==> config.mk <==
export PLATFORM = sky130hd
export DESIGN_NAME = jfs_relax
export DESIGN_NICKNAME = d
export VERILOG_FILES = /design/src/sv/jfs_pkg.sv /design/src/sv/jfs_relax.sv
export SDC_FILE = /design/constraint.sdc
export NUM_CORES = 1
export LEC_CHECK = 0
export ABC_AREA = 1
export BUFFER_PORTS_ARGS = -buffer_cell sky130_fd_sc_hd__buf_2
export CAP_MARGIN = 25
export CORE_MARGIN = 2
export CORE_UTILIZATION = 60
export CTS_CLUSTER_DIAMETER = 200
export DETAILED_ROUTE_END_ITERATION = 7
export PLACE_DENSITY_LB_ADDON = 0.08
export SLEW_MARGIN = 20
export SYNTH_ARGS = -nofsm -noshare
export SYNTH_HDL_FRONTEND = slang
export SYNTH_SLANG_ARGS = --single-unit
==> constraint.sdc <==
create_clock -name clk -period 5.43 [get_ports clk]
set_input_delay 0.2715 -clock clk [delete_from_list [all_inputs] [get_ports clk]]
set_output_delay 0.2715 -clock clk [all_outputs]
set_load 0.02 [all_outputs]
==> src/sv/jfs_pkg.sv <==
// Package for the five-point Jacobi stencil sweep block.
// Holds default sizes, field widths, register codes and the pipeline side-band type.
// No dependencies.
package jfs_pkg;

	localparam int MAX_COLS_DEF   = 4096;
	localparam int VALUE_BITS_DEF = 32;

	localparam int ROW_BITS       = 16;
	localparam int COL_IDX_BITS   = 12;
	localparam int COL_COUNT_BITS = 13;
	localparam int CFG_DATA_BITS  = 16;
	localparam int CFG_INDEX_BITS = 4;
	localparam int MIN_COUNT      = 3;

	// result queue depth; the input side counts results still in the relax pipeline against it
	localparam int OUT_FIFO_DEPTH = 8;

	typedef enum logic [CFG_INDEX_BITS-1:0] {
		REG_ROW_COUNT = 4'd0,
		REG_COL_COUNT = 4'd1
	} jfs_reg_t;

	// side-band that travels with a cell through the relax pipeline
	typedef struct packed {
		logic                    emit;
		logic                    last;
		logic [ROW_BITS-1:0]     row_idx;
		logic [COL_IDX_BITS-1:0] col_idx;
	} jfs_meta_t;

endpackage

==> src/sv/jfs_relax.sv <==
// Relax pipeline: neighbour window, quarter sum, absolute change and running maximum.
// Takes line store read data in the cycle after the read; pushes results to the output queue.
// Depends on jfs_pkg.
module jfs_relax
	import jfs_pkg::*;
#(
	parameter int VB = 32
) (
	input  logic          clk,
	input  logic          arst_n,
	input  logic          max_clear,
	input  logic          v_s1,
	input  logic [VB-1:0] cur_s1,
	input  jfs_meta_t     meta_s1,
	input  logic [VB-1:0] prev_rd,
	input  logic [VB-1:0] older_rd,
	output logic          push,
	output logic [VB-1:0] push_new_value,
	output logic [VB-1:0] push_change,
	output logic [VB-1:0] push_max,
	output jfs_meta_t     push_meta,
	output logic [1:0]    busy
);

	// window of the previous two columns
	logic [VB-1:0] pw1_q;
	logic [VB-1:0] pw2_q;
	logic [VB-1:0] up_d_q;
	logic [VB-1:0] down_d_q;

	logic signed [VB+1:0] sum;
	logic signed [VB+1:0] quarter;

	logic          v_s2;
	logic [VB-1:0] nv_s2;
	logic [VB-1:0] ov_s2;
	jfs_meta_t     meta_s2;

	logic signed [VB:0] diff;
	logic signed [VB:0] mag;

	logic          v_s3;
	logic [VB-1:0] nv_s3;
	logic [VB-1:0] change_s3;
	jfs_meta_t     meta_s3;

	logic [VB-1:0] max_q;
	logic [VB-1:0] max_next;

	// result for column k-1 is formed when column k of the row above is read
	always_comb begin
		sum = {{2{up_d_q[VB-1]}}, up_d_q} + {{2{down_d_q[VB-1]}}, down_d_q}
			+ {{2{pw2_q[VB-1]}}, pw2_q} + {{2{prev_rd[VB-1]}}, prev_rd};
		quarter = sum >>> 2;
	end

	always_ff @(posedge clk) begin
		if (v_s1) begin
			pw2_q    <= pw1_q;
			pw1_q    <= prev_rd;
			up_d_q   <= older_rd;
			down_d_q <= cur_s1;
			nv_s2    <= quarter[VB-1:0];
			ov_s2    <= pw1_q;
			meta_s2  <= meta_s1;
		end
	end

	always_comb begin
		diff = {nv_s2[VB-1], nv_s2} - {ov_s2[VB-1], ov_s2};
		mag  = diff[VB] ? -diff : diff;
	end

	always_ff @(posedge clk) begin
		if (v_s2) begin
			nv_s3     <= nv_s2;
			change_s3 <= mag[VB-1:0];
			meta_s3   <= meta_s2;
		end
	end

	always_ff @(posedge clk or negedge arst_n) begin
		if (!arst_n) begin
			v_s2  <= 1'b0;
			v_s3  <= 1'b0;
			max_q <= '0;
		end else begin
			v_s2 <= v_s1 & meta_s1.emit;
			v_s3 <= v_s2;
			if (max_clear) begin
				max_q <= '0;
			end else if (v_s3) begin
				max_q <= meta_s3.last ? '0 : max_next;
			end
		end
	end

	assign max_next = (change_s3 > max_q) ? change_s3 : max_q;

	assign push           = v_s3;
	assign push_new_value = nv_s3;
	assign push_change    = change_s3;
	assign push_max       = max_next;
	assign push_meta      = meta_s3;
	assign busy           = {1'b0, v_s2} + {1'b0, v_s3};

endmodule

==> key figures <==
Outcome
  – Status: complete, no violations

Synthesis
  – Post-synth cell types: 48
  – Post-synthesis cell area: 0.0186 mm²
  – Post-synthesis sequential area ratio: 50.4%
  – Compound-gate portion of the synthesized area: 5.05%
  – Largest family of logic cells by synthesized area: simple AND/OR/NAND/NOR gates
  – XOR/XNOR Fraction of Synth Area: around 3.2%
  – Flops & latches, synth: 318
  – Syn_nets: roughly 2,300
  – Syn Area/Cell: 9.43 µm²
  – Post-synthesis adder-cell area fraction: 13.6%
  – Mux share of post-synthesis cell area: 0%
  – Ys Warns: 0
  – Synth area leaders: edfxtp_1 46%, nand2_1 11%, inv_1 8.9%
  – Yosys top cell area share: a little under half
  – Synth Instances: about 2,000
  – Yosys top cell by area: edfxtp_1
  – Simple-gate area share of the yosys netlist: a little under a fifth

Layout
  – Nets: 2,676
  – Area grow syn2layout: 22.4%
  – ANT cells: 0
  – Most common cell after layout, fill and taps aside: nand2_1
  – Share of layout cells above drive strength 1: between 15 and 20%
  – Most frequent cells in the layout: 538 x nand2_1, 441 x inv_1, 284 x edfxtp_1

Route
  – Routed vias/inst: 5.10
  – DR iter-0 viols: 888
  – Post-Route WL: 44,200 µm
  – Via count: 14,312
  – Routed WL per cell: 15.8 µm
  – Post-route ant nets: 0
  – Drt first pass iters: 5
  – DRC viols: 0

Clocking
  – Clock Path Buffers: 3
  – TritonCTS clock tree: yes
  – CTS Hold Buffers Added: 127
  – Worst-skew pair later-pin latency: 520 ps
  – Post-CTS Resized: 0
  – Clock Tree Root: clkbuf_16
  – Total CTS buffers: 35
  – Clock sink count: between 300 and 400
  – Clock-pin transition on the worst setup and hold timing paths: 60 ps
  – Post-CTS Setup Bufs: 0
  – H-tree levels: 2

Worst setup path
  – Worst EP required: between 5000 and 6000 ps
  – Worst setup path category: input port to flop
  – Critical path capture point type: flop
  – Max FO, Critical Path: 4
  – Slowest stage delay, CP: between 500 and 600 ps
  – Critical-path cell list: dlygate4sd3_1, buf_2, inv_1, fa_1, inv_1, fa_1, ha_1, a21oi_1, o21ai_1, a21oi_1, o21ai_1, a21boi_0, o21ai_1, a21oi_1, xnor2_1
  – Worst EP arrival: 4060 ps
  – Slowest cell on crit path: fa_1
  – Startpoint Class: input port

Power and ir drop
  – Pwr dens: 559 mW/mm²
  – LEAKAGE: 0.0112 µW
  – Worst vdd ir: roughly 0.00031 V

GRT
  – Largest net degree at the start of global routing: 120
  – Overflow after GRT: 0
  – Met3 track demand over resource: 3.92%
  – All-layer global routing usage: 27.2%
  – Number of global-route vias before repair: ~15,000
  – Peak-usage layer in the global routing report: met2
  – Initial antenna violation count: 0
  – M2 GR Usage: around half
  – First-pass GRT wire length: ~71,000 µm
  – Global-route met1 utilization: 34.1%

Timing
  – Setup Skew: 18.1 ps
  – Slew @ Worst Pin: around 990 ps
  – Fin crit period: 3790 ps
  – Setup_tns: 0 ps
  – Slew HR: between 30% and 40%
  – Max Freq: about 260 MHz
  – RSZ-0062 raised after global routing: no
  – Final setup vio count: 0
  – Fin. max-slew vios: 0
  – Final period util: 69.9%
  – Hold Vio Cnt, Final: 0
  – Final hold slack: 329 ps

Die
  – Ports: approximately 260
  – Die area: 0.0324 mm²
  – Die width: about 180 µm
  – Die Y: 180 µm
  – Initial Util: 60.8%
  – Std-Cell Rows: 64
  – Core Area: 0.0306 mm²

Placement
  – Detailed Place HPWL: 30,100 µm
  – Buffers on Ports: roughly 260
  – Gpl congestion: approximately 0.89

Hold path
  – HP Class: input port to flop

Run
  – Max-cap violations: 0
metal layers:
layer	part of all wire, %	up-vias
met5	0	-
met4	3.0	0
met3	5.6	103
met2	51	476
met1	41	6667
li1	-	7066
flip-flops by register name, indices dropped and copies added, names as in the netlist:
register        count
down_d_q           32
max_q              32
meta_s2            30
nv_s2              32
ov_s2              32
push                1
push_change        32
push_meta          30
push_new_value     32
pw1_q              32
up_d_q             32
v_s2                1
critical path: cells and delay by family:
| kind | cells | cell delay, ps |
|---|---|---|
| compound gates | 7 | 1580 |
| fa+ha+maj | 3 | 1390 |
| buf+inv | 4 | 750 |
| xor+xnor | 1 | 80 |
synth_stat cells (all sizes together):
cell	instances
nand2	550
inv	444
edfxtp	284
nor2	116
nand3	102
ha	97
fa	66
a21oi	57
xor2	50
o21a	37
dfrtp	34
o21ai	24
xnor2	18
nor3	15
nand4	12
buf	10
clkbuf	10
o21bai	8
a31oi	6
a21o	5
nor4	5
and2	4
nand3b	4
a21boi	3
a221oi	3
o2111ai	2
a22oi	1
and3	1
clkinv	1
nor3b	1
o211ai	1
o221ai	1
o31ai	1
layout make-up:
class | count | area, µm²
repair buffers | 393 | 2630
inverters | 445 | 1670
clock inverters | 19 | 176
multi-input cells | 1190 | 7450
fillers | 2153 | 7820
clock buffers | 43 | 957
well taps | 396 | 495
flip-flops and latches | 318 | 9380
worst paths after layout:
kind / from / endpoint / slack (ps) / cells past startpoint
worst max-delay path: prev_rd[3] / nv_s2[22] / 1640 / 15
worst min-delay path: max_clear / max_q[18] / 330 / 5
worst max register to register: up_d_q[3] / nv_s2[22] / 1700 / 13
worst min register to register: meta_s2[8] / push_meta[8] / 420 / 0
max in group asynchronous: arst_n / v_s2 / 4410 / 2
min in group asynchronous: arst_n / max_q[1] / 380 / 2
logic make-up after synthesis:
logic type / after synthesis
compound gates: 149
xor+xnor: 68
fa+ha+maj: 163
buf+inv: 465
flops: 318
simple gates: 810
per-stage QoR:
stage / cell area [µm²] / instances / setup WS, ps / utilization, % / total power [µW]
floorplan: 18600 / 1973 / 2270 / - / 8610
global placement: 20400 / 2615 / 1810 / 66.6 / 10100
detailed placement: 20400 / 2615 / 1700 / 66.6 / 10200
CTS: 22800 / 2804 / 1660 / 74.4 / 12700
global route: 22800 / 2804 / 1490 / 74.4 / 13700
finish: 22800 / 2804 / 1640 / 74.4 / 12700
power breakdown:
part           switching (µW)  total (µW)  internal (µW)  leakage, µW
Sequential                323        3750           3430      0.00321
Clock                     981        2340           1360     0.000551
Combinational            4280        6630           2350      0.00739
Note: power is estimated with default switching activity, not from simulation.
