--- src/sv/jfs_out_fifo.sv ---
// Small result queue in front of the output stream; decouples the pipeline from stalls.
// Depends on nothing but its parameters.
module jfs_out_fifo #(
	parameter int WIDTH    = 125,
	parameter int DEPTH    = 8,
	parameter int CNT_BITS = 4
) (
	input  logic                clk,
	input  logic                arst_n,
	input  logic                push,
	input  logic [WIDTH-1:0]    push_data,
	input  logic                pop_ready,
	output logic                out_valid,
	output logic [WIDTH-1:0]    out_data,
	output logic [CNT_BITS-1:0] count
);

	localparam int PTR_BITS = (DEPTH > 1) ? $clog2(DEPTH) : 1;

	logic [WIDTH-1:0]    entry_q [DEPTH];
	logic [PTR_BITS-1:0] wr_ptr_q;
	logic [PTR_BITS-1:0] rd_ptr_q;
	logic [CNT_BITS-1:0] count_q;
	logic                pop;

	assign out_valid = (count_q != '0);
	assign out_data  = entry_q[rd_ptr_q];
	assign pop       = out_valid & pop_ready;
	assign count     = count_q;

	always_ff @(posedge clk) begin
		if (push) begin
			entry_q[wr_ptr_q] <= push_data;
		end
	end

	always_ff @(posedge clk or negedge arst_n) begin
		if (!arst_n) begin
			wr_ptr_q <= '0;
			rd_ptr_q <= '0;
			count_q  <= '0;
		end else begin
			if (push) begin
				wr_ptr_q <= (wr_ptr_q == PTR_BITS'(DEPTH - 1)) ? '0 : wr_ptr_q + 1'b1;
			end
			if (pop) begin
				rd_ptr_q <= (rd_ptr_q == PTR_BITS'(DEPTH - 1)) ? '0 : rd_ptr_q + 1'b1;
			end
			case ({push, pop})
				2'b10:   count_q <= count_q + 1'b1;
				2'b01:   count_q <= count_q - 1'b1;
				default: count_q <= count_q;
			endcase
		end
	end

endmodule

--- config.mk ---
export PLATFORM = sky130hd
export DESIGN_NAME = jfs_out_fifo
export DESIGN_NICKNAME = d
export VERILOG_FILES = /design/src/sv/jfs_out_fifo.sv
export SDC_FILE = /design/constraint.sdc
export NUM_CORES = 1
export LEC_CHECK = 0
export ABC_AREA = 1
export BUFFER_PORTS_ARGS = -buffer_cell sky130_fd_sc_hd__buf_2
export CAP_MARGIN = 30
export CORE_MARGIN = 5
export CORE_UTILIZATION = 45
export CTS_CLUSTER_DIAMETER = 40
export DETAILED_ROUTE_END_ITERATION = 12
export GPL_TIMING_DRIVEN = 0
export PLACE_DENSITY = 0.59
export SLEW_MARGIN = 20
export SYNTH_ARGS = -nofsm -noshare
export SYNTH_HDL_FRONTEND = slang
export SYNTH_SLANG_ARGS = --single-unit
export TNS_END_PERCENT = 10
--- constraint.sdc ---
create_clock -name clk -period 11.6 [get_ports clk]
set_clock_uncertainty 0.05 [all_clocks]
set_input_delay 1.16 -clock clk [delete_from_list [all_inputs] [get_ports clk]]
set_output_delay 1.16 -clock clk [all_outputs]
set_load 0.02 [all_outputs]
==> metrics.txt, run 1 <==
status=completed; global-route wire length before repair=roughly 160000 um; FF+latch area=between 30000 and 40000 um2; Final nets=3741; asr flop ratio synth=0.990%; Crit Path Max Fanout=10; starting DRC count in detailed routing=approximately 2500; layout cell share with drive strength beyond 1=16.4%; power density cells=281 nW/um2; Worst VDD drop=191 uV; Leak=17.1 nW; Tcrit/Tclk final=38.9%; Layout Cells excl Fill=4888; grt ovf=0; residual DRC count=0; CTS H-tree lvls=4; slew of the pin with the lowest slew margin=0.725 ns; chip width=307 um; Placed Cells=4619; fillcell total=7238; Area contributors post-synth=edfxtp_1 76%, nor2_1 7.2%, o21ai_1 5.0%; Unique masters post-synth=21; Commonest cells post-synth=1000 x edfxtp_1, 764 x nor2_1, 402 x nand2_1; Root Driver=clkbuf_16; crit path DAT=3.31 ns; setup bufs post-CTS=0; CTS tree=built; row cnt=108; Pins Over Slew Limit=0; Num CTS Buffers=139; Die H=around 300 um; Max Cap Violations=0; mapped cell area=39600 um2; initial antenna violation count=27; Total Wirelength=107000 um; post-synth top area share=75.9%; WL per Instance=between 20 and 25 um; area of the multi-input gates=8360 um2; die area=94000 um2; Max Clock Freq=221 MHz; Final GP Congestion=0.770; Initial Util=45.5%; Syn-to-layout area delta=22.0%; Slew Limit Headroom=51.6%; unrepaired setup endpoints after global routing=false; post-synthesis cell count=3153; area leader, netlist=edfxtp_1; core area=87000 um2; I/O Buffers=approximately 260; Critical Path Sink Type=primary output; TritonCTS Sinks=roughly 1000; Post-synth EDFFs=1000; Max Root-Sink Buffers=3; #FFs+latches synth=around 1000; CP startpoint kind=register; Setup Viol. Count Final=0; clock latency on the worst-skew pair=0.71 ns; Finished Core Util=55.5%; CTS Hold Buffers Added=0; Post-CTS Resized=0; Power, Total=0.0136 W; Seq/Total Area, Yosys=76.5%; Vias/cell=5.28; ys flop type=edfxtp_1; post-route minimum period=4.52 ns; final hold vios=0; kind of critical path=reg2out; Synthesis Warnings=0; Post-Syn Area per Cell=12.6 um2; number of global-route vias before repair=25500; Final ANT Viol Nets=0; GRT Resource Usage Total=22.3%; required time worst endpoint=10.39 ns; first drt pass iteration count=7; syn_nets=3289; most used standard cell by instance count after synthesis=edfxtp_1; Vias=~26000; Worst-path clk slew=about 0.050 ns; largest net degree at the start of global routing=24; Ports=259; placed wire-length estimate=roughly 67000 um; Worst Hold Class=in2async
## stage by stage
| step | worst slack [ns] | TNS, ns | cell area [um2] | hold slack [ns] |
|---|---|---|---|---|
| 2_1_floorplan | 4.45 | 0 | 39600 | 0.463 |
| 3_3_place_gp | -0.887 | -421.36 | 42300 | 0.490 |
| 3_5_place_dp | 7.70 | 0 | 43600 | 0.494 |
| 4_1_cts | 6.93 | 0 | 48200 | 0.228 |
| 5_1_grt | 6.87 | 0 | 48300 | 0.248 |
| 6_report | 7.08 | 0 | 48300 | 0.259 |
## metal layers
metal,wire (um),global-route usage [%],up-vias
met5,76,0,-
met3,8760,4.96,185
met1,44600,30.7,12500
li1,-,-,12200
met2,50400,36.0,944
met4,2800,7.18,12
## sequential cells by signal, summed over array words and instances (netlist names)
| signal | cells |
|---|---|
| entry_q | 1000 |
| count | 4 |
| rd_ptr_q | 3 |
| wr_ptr_q | 3 |
## worst max-delay path, stage by stage (launching register included)
cell      delay [ns]
dfrtp_1         0.37
buf_2           0.27
inv_2           0.38
buf_2           0.42
clkbuf_1        0.56
nand2_1         0.15
nand2_1         0.21
buf_2           0.21
## power by group
part           leakage (nW)  total (W)  switching (W)  internal (W)
combinational          5.66    0.00482        0.00345       0.00137
clock                  2.21    0.00417        0.00158       0.00259
sequential             9.21    0.00456      0.0000890       0.00447
## path summary, 6_finish.rpt
check | from | to | slack [ns] | cells after the start
max reg2reg | wr_ptr_q[0]$_DFFE_PN0P_ | entry_q[7][101]$_DFFE_PP_ | 8.98 | 7
min in group clk | wr_ptr_q[0]$_DFFE_PN0P_ | wr_ptr_q[0]$_DFFE_PN0P_ | 0.50 | 1
min | arst_n | count[0]$_DFFE_PN0P_ | 0.26 | 1
max in group asynchronous | arst_n | rd_ptr_q[0]$_DFFE_PN0N_ | 11.04 | 1
max | rd_ptr_q[2]$_DFFE_PN0N_ | out_data[117] | 7.08 | 7
min reg2reg | wr_ptr_q[0]$_DFFE_PN0P_ | wr_ptr_q[0]$_DFFE_PN0P_ | 0.50 | 1
## placed cells by master, fill, tap and decap left out, types with 3 or more instances in the layout
cell / netlist / final
nor2_1: 764 / 756
buf_2: 43 / 301
nand3_1: 3 / 3
buf_4: 16 / 16
inv_1: 10 / 10
o21ai_1: 399 / 399
nand2_1: 402 / 402
buf_6: 12 / 12
nor2_4: 0 / 8
clkinv_4: 0 / 6
ha_1: 7 / 7
clkinvlp_4: 0 / 12
clkbuf_16: 0 / 142
clkinv_8: 0 / 6
dfrtp_1: 10 / 10
o21ai_0: 357 / 357
clkinv_1: 0 / 24
diode_2: 0 / 20
clkinv_2: 1 / 16
buf_1: 27 / 27
clkbuf_2: 9 / 10
buf_12: 0 / 27
inv_6: 0 / 7
clkbuf_1: 87 / 104
inv_16: 0 / 3
bufinv_16: 0 / 15
edfxtp_1: 1000 / 1000
buf_16: 0 / 26
## cell families after synthesis
kind of cell,share of synthesized area [%]
AND/OR/NAND/NOR,11.1
flip-flops,76.5
AO/OA/AOI/OAI,9.59
buffers and inverters,2.50
adder cells (fa/ha/maj),0.221
XOR/XNOR,0.0664
## layout make-up
cell class,instances,area share (%)
inverters,12,0.0959
plain buffers,194,1.96
clock inverters,89,2.05
multi-input cells,1937,17.3
flip-flops and latches,1010,62.7
repair buffers,311,5.28
diodes,20,0.104
clock buffers,160,7.50
well taps,1155,2.99
No activity file was read; power rests on OpenSTA's default activity.
==> run 2, diff against run 1 <==
--- a/config.mk
+++ b/config.mk
@@ -5,7 +5,7 @@
 export SDC_FILE = /design/constraint.sdc
 export NUM_CORES = 1
 export LEC_CHECK = 0
-export ABC_AREA = 1
+export ABC_AREA = 0
 export BUFFER_PORTS_ARGS = -buffer_cell sky130_fd_sc_hd__buf_2
 export CAP_MARGIN = 30
 export CORE_MARGIN = 5
@@ -13,7 +13,7 @@
 export CTS_CLUSTER_DIAMETER = 40
 export DETAILED_ROUTE_END_ITERATION = 12
 export GPL_TIMING_DRIVEN = 0
-export PLACE_DENSITY = 0.59
+export PLACE_DENSITY = 0.62
 export SLEW_MARGIN = 20
 export SYNTH_ARGS = -nofsm -noshare
 export SYNTH_HDL_FRONTEND = slang
==> constraint.sdc (replaced) <==
create_clock -name clk -period 3.7 [get_ports clk]
set_clock_uncertainty 0.05 [all_clocks]
set_input_delay 0.37 -clock clk [delete_from_list [all_inputs] [get_ports clk]]
set_output_delay 0.37 -clock clk [all_outputs]
set_load 0.02 [all_outputs]
==> run 2 against run 1 <==
Non-clock buffer count increased by 26. Critical path depth down 2. Register-to-register slack worse by 8.2 ns. Wire length is 22% lower. Critical path type unchanged. Largest power group is now sequential cells.
==> metrics.txt, run 2 <==
status=completed; Worst-path clk slew=roughly 0.050 ns; post-synthesis cell count=1507; most common cell after layout, fill and taps aside=edfxtp_1; row cnt=106; final hold vios=0; Slew Limit Headroom=38.8%; slew of the pin with the lowest slew margin=around 0.92 ns; setup bufs post-CTS=0; Initial Util=45.5%; WL per Instance=24.9 um; critical-path cell list=buf_2 -> buf_2 -> buf_1 -> mux2_2 -> buf_2; Seq/Total Area, Yosys=79.3%; Worst path top cell family by delay=buffers and inverters; post-synth top area share=78.6%; Placed Area=42600 um2; Num CTS Buffers=134; I/O Buffers=258; #FFs+latches synth=1010; CP startpoint kind=register; Worst VDD drop=about 540 uV; die area=90800 um2; Root Driver=clkbuf_16; Power, Total=0.0409 W; Final ANT Viol Nets=0; grt ovf=0; core area=84000 um2; post-route minimum period=3.51 ns; power density cells=843 nW/um2; CP max stage delay=approximately 0.64 ns; initial antenna violation count=4; Max Root-Sink Buffers=3; Vias=approximately 18000; Unique masters post-synth=32; chip width=301 um; smallest hold slack=about 0.099 ns; Synthesis Warnings=0; Post-Syn Area per Cell=25.3 um2; asr flop ratio synth=0.990%; largest net degree at the start of global routing=20; GRT Resource Usage Total=18.5%; Critical Path Most Common Cell=buf_2; placed wire-length estimate=54100 um; Crit-path slowest cell=buf_1; Vias/cell=~5.3; global-route wire length before repair=124000 um; TritonCTS Sinks=approximately 1000; Area contributors post-synth=edfxtp_1 79%, mux4_2 15%, mux2_2 3.7%; Leak=roughly 16 nW; Critical Path Sink Type=primary output; residual DRC count=0; Final GP Congestion=0.718; Tcrit/Tclk final=94.9%; Largest Register=entry_q; layout cell share with drive strength beyond 1=44.7%; Commonest cells post-synth=1000 x edfxtp_1, 250 x mux4_2, 125 x mux2_2; Final nets=2239; Max Cap Violations=0; Setup Viol. Count Final=0; most used standard cell by instance count after synthesis=edfxtp_1; most frequent cells in the layout=1000 x edfxtp_1, 287 x buf_2, 250 x mux4_2; mapped cell area=38200 um2; Die H=301 um; syn_nets=1643; area leader, netlist=edfxtp_1; clock latency on the worst-skew pair=approximately 0.70 ns; unrepaired setup endpoints after global routing=false; CTS H-tree lvls=4; final instance area=roughly 49000 um2; Worst Hold Class=in2reg; ys flop type=edfxtp_1; Pins Over Slew Limit=0; kind of critical path=reg2out; Total Wirelength=between 80000 and 90000 um; CTS tree=built; CP bufs+invs=4; Crit Path Max Fanout=10; Post-synth EDFFs=1000; starting DRC count in detailed routing=1442; Max Clock Freq=approximately 280 MHz; max reg flops=1000; first drt pass iteration count=5; Syn-to-layout area delta=27.1%; number of global-route vias before repair=19400; crit path DAT=3.09 ns; required time worst endpoint=3.28 ns; Ports=259
run 2: where the power goes:
| part | internal (W) | switching, W | leakage, nW |
|---|---|---|---|
| registers | 0.0143 | 0.000361 | 9.20 |
| logic | 0.00588 | 0.00712 | 4.80 |
| clock network | 0.00831 | 0.00493 | 2.24 |
| total | 0.0285 | 0.0124 | 16.2 |
run 2: final cells by class:
cell class,instances,area (um2)
clock buffers,150,3460
well taps,1134,1420
inverters,4,15.0
flip-flops and latches,1010,30300
clock inverters,86,1230
fillers,5997,35400
repair buffers,460,4180
plain buffers,71,480
multi-input cells,422,7490
diodes,4,10.0
run 2: cells by family (layout without fill, tap and decap cells):
| family | count (synthesis) | count (layout) | share of synthesized area, % |
|---|---|---|---|
| buf+inv | 75 | 771 | 1.28 |
| other cells | 0 | 4 | 0 |
| mux | 383 | 383 | 18.7 |
| compound gates | 6 | 6 | 0.121 |
| fa+ha+maj | 7 | 7 | 0.229 |
| simple gates | 23 | 23 | 0.318 |
| flops | 1010 | 1010 | 79.3 |
| xor+xnor | 3 | 3 | 0.0688 |
run 2: final timing paths:
| check | from | to | slack (ns) | cells after the start |
|---|---|---|---|---|
| setup / recovery | rd_ptr_q[2]$_DFFE_PN0N_ | out_data[113] | 0.19 | 5 |
| hold / removal | pop_ready | rd_ptr_q[1]$_DFFE_PN0N_ | 0.1 | 3 |
| setup reg to reg | count[0]$_DFFE_PN0P_ | count[3]$_DFFE_PN0P_ | 0.83 | 8 |
| hold reg to reg | wr_ptr_q[1]$_DFFE_PN0P_ | wr_ptr_q[1]$_DFFE_PN0P_ | 0.51 | 1 |
| max in group asynchronous | arst_n | rd_ptr_q[2]$_DFFE_PN0N_ | 2.52 | 3 |
| min in group asynchronous | arst_n | count[2]$_DFFE_PN0P_ | 0.68 | 3 |
run 2: worst min-delay path, stage by stage:
cell	delay (ns)
buf_2	0.10
nand2_1	0.18
mux2_1	0.17
run 2: timing repair:
item,4_1_cts,5_1_grt
resized for setup,1,2
hold buffers,128,0
endpoints found under the hold margin,1013,0
endpoints found under the setup margin,9,8
run 2: metrics by stage:
stage          TNS [ns]  util, %  worst slack, ns  std cells
2_1_floorplan   -636.14        -           -0.738       1507
3_3_place_gp   -4234.43     48.8            -4.46       2899
3_5_place_dp          0     50.7            0.746       2973
4_1_cts               0     57.8           0.0452       3337
5_1_grt               0     57.8           0.0176       3338
6_report              0     57.8            0.190       3341
run 2: per-layer routing:
| metal | vias to the layer above | track usage, % | routed length [um] |
|---|---|---|---|
| li1 | 7739 | - | - |
| met1 | 9508 | 25.8 | 34900 |
| met2 | 490 | 30.3 | 41800 |
| met3 | 108 | 3.85 | 4820 |
| met4 | 0 | 4.99 | 1470 |
| met5 | - | 0 | 0 |
==> run 3, diff against run 2 <==
--- a/config.mk
+++ b/config.mk
@@ -14,6 +14,7 @@
 export DETAILED_ROUTE_END_ITERATION = 12
 export GPL_TIMING_DRIVEN = 0
 export PLACE_DENSITY = 0.62
+export RECOVER_POWER = 100
 export SLEW_MARGIN = 20
 export SYNTH_ARGS = -nofsm -noshare
 export SYNTH_HDL_FRONTEND = slang
==> run 3 against run 2 <==
The flow now finishes with violations (capacitance limit, slew limit). Cell area fell by 1.8%. Total power fell by 1.2%. Combinational power fell by 4%. Utilization fell by 1.0 points. Sequential power barely moved. Critical path depth rose by 2. Wire length rose by 0.15%. Cell count did not move. Hold slack got worse by 0.0046 ns. Die area did not move. Worst setup slack got worse by 0.033 ns. Largest cell class unchanged.
==> metrics.txt, run 3 (synthesis results as in run 2) <==
status=finished with violations; failing checks=capacitance limit, slew limit; core area=84000 um2; Max Root-Sink Buffers=3; GRT Resource Usage Total=18.5%; RR Startpoint=wr_ptr_q[0]$_DFFE_PN0P_; Placed Cells=2973; Root Driver=clkbuf_16; die area=90800 um2; Worst Hold Class=in2reg; first drt pass iteration count=5; Slew Limit Headroom=-39.5%; Crit Path Max Fanout=10; crit path DAT=3.12 ns; Total Wirelength=83200 um; unrepaired setup endpoints after global routing=false; kind of critical path=reg2out; Syn-to-layout area delta=24.9%; Hold Startpoint=pop_ready; CTS tree=built; Vias/cell=about 5.3; Tcrit/Tclk final=between 90 and 100%; Power, Total=0.0404 W; Worst-path clk slew=0.06 ns; I/O Buffers=258; placed wire-length estimate=54100 um; power density cells=848 nW/um2; WL per Instance=24.9 um; CTS H-tree lvls=4; slew of the pin with the lowest slew margin=2.08 ns; setup bufs post-CTS=0; Vias=17800; smallest hold slack=0.0944 ns; most common cell after layout, fill and taps aside=edfxtp_1; post-route minimum period=3.54 ns; Largest Register=entry_q; row cnt=roughly 110; Initial Util=a little under half; Max Cap Violations=5; DP Worst Slack=0.746 ns; Final nets=2239; Max Clock Freq=~280 MHz; TritonCTS Sinks=approximately 1000; initial antenna violation count=4; final worst slack=0.158 ns; starting DRC count in detailed routing=around 1500; Leak=15.5 nW; largest net degree at the start of global routing=20; area of the multi-input gates=7430 um2; Worst Hold Depth=3; Pins Over Slew Limit=62; Die H=roughly 300 um; final hold vios=0; global-route wire length before repair=124000 um; layout cell share with drive strength beyond 1=between 30% and 40%; most frequent cells in the layout=1000 x edfxtp_1, 250 x mux4_2, 226 x clkbuf_1; clock latency on the worst-skew pair=0.70 ns; Final ANT Viol Nets=0; CP startpoint kind=register; FF+latch area=30300 um2; number of global-route vias before repair=19400; Final GP Congestion=0.718; residual DRC count=0; Critical Path Sink Type=primary output; fillcell total=just over 6000; required time worst endpoint=approximately 3.3 ns; Num CTS Buffers=roughly 130; Worst Setup SP=rd_ptr_q[1]$_DFFE_PN0N_; grt ovf=0; Worst R2R Path Depth=5; Worst VDD drop=541 uV; Layout Cells excl Fill=3341; chip width=301 um; Finished Core Util=a little under three fifths; Setup Viol. Count Final=0; Ports=about 260; max reg flops=1000
## run 3: cell count changes in the layout (fill, tap and decap cells not counted), sizes merged
cell / delta
buf: -263
clkbuf: +263
## run 3: worst paths after layout
path                                       endpoint  slack [ns]
max                                     out_data[4]        0.16
min                         rd_ptr_q[1]$_DFFE_PN0N_        0.09
max reg2reg                entry_q[6][74]$_DFFE_PP_        0.22
min reg2reg                 wr_ptr_q[1]$_DFFE_PN0P_        0.51
max in group asynchronous   rd_ptr_q[2]$_DFFE_PN0N_        2.52
min in group asynchronous      count[2]$_DFFE_PN0P_        0.68
## run 3: per-layer routing
metal,track usage (%),vias to the layer above,wire length [um]
met4,4.99,0,1400
met1,25.8,9504,35300
met2,30.3,495,41800
met3,3.85,103,4650
li1,-,7729,-
met5,0,-,0
## run 3: stage by stage
step                cell area (um2)  setup TNS (ns)
floorplan                     38200         -636.14
finish                        47700               0
global route                  47700               0
global placement              40900        -4234.43
CTS                           48500               0
detailed placement            42600               0
## run 3: what timing repair did
item,in CTS,in global routing
endpoints found under the setup margin,9,8
endpoints found under the hold margin,1013,0
gates resized for setup,1,2
hold buffers,128,0
pin swaps,0,0
## run 3: worst max-delay path: stages (launching register included)
cell and delay (ns):
dfrtp_1 0.34, buf_2 0.27, clkbuf_2 0.29, buf_8 0.19, clkbuf_2 0.35, mux4_2 0.36, mux2_1 0.40, buf_2 0.20
## run 3: cell type report
class	count	share of cell area [%]
inverters	4	0.0315
repair buffers	460	7.08
flip-flops and latches	1010	63.5
plain buffers	71	1.01
diodes	4	0.0210
well taps	1134	2.97
multi-input cells	422	15.6
clock inverters	86	2.58
clock buffers	150	7.25
## run 3: power by group
part | internal, W | switching (W)
registers | 0.0144 | 0.000350
logic | 0.00540 | 0.00709
clock network | 0.00832 | 0.00493
total | 0.0281 | 0.0124
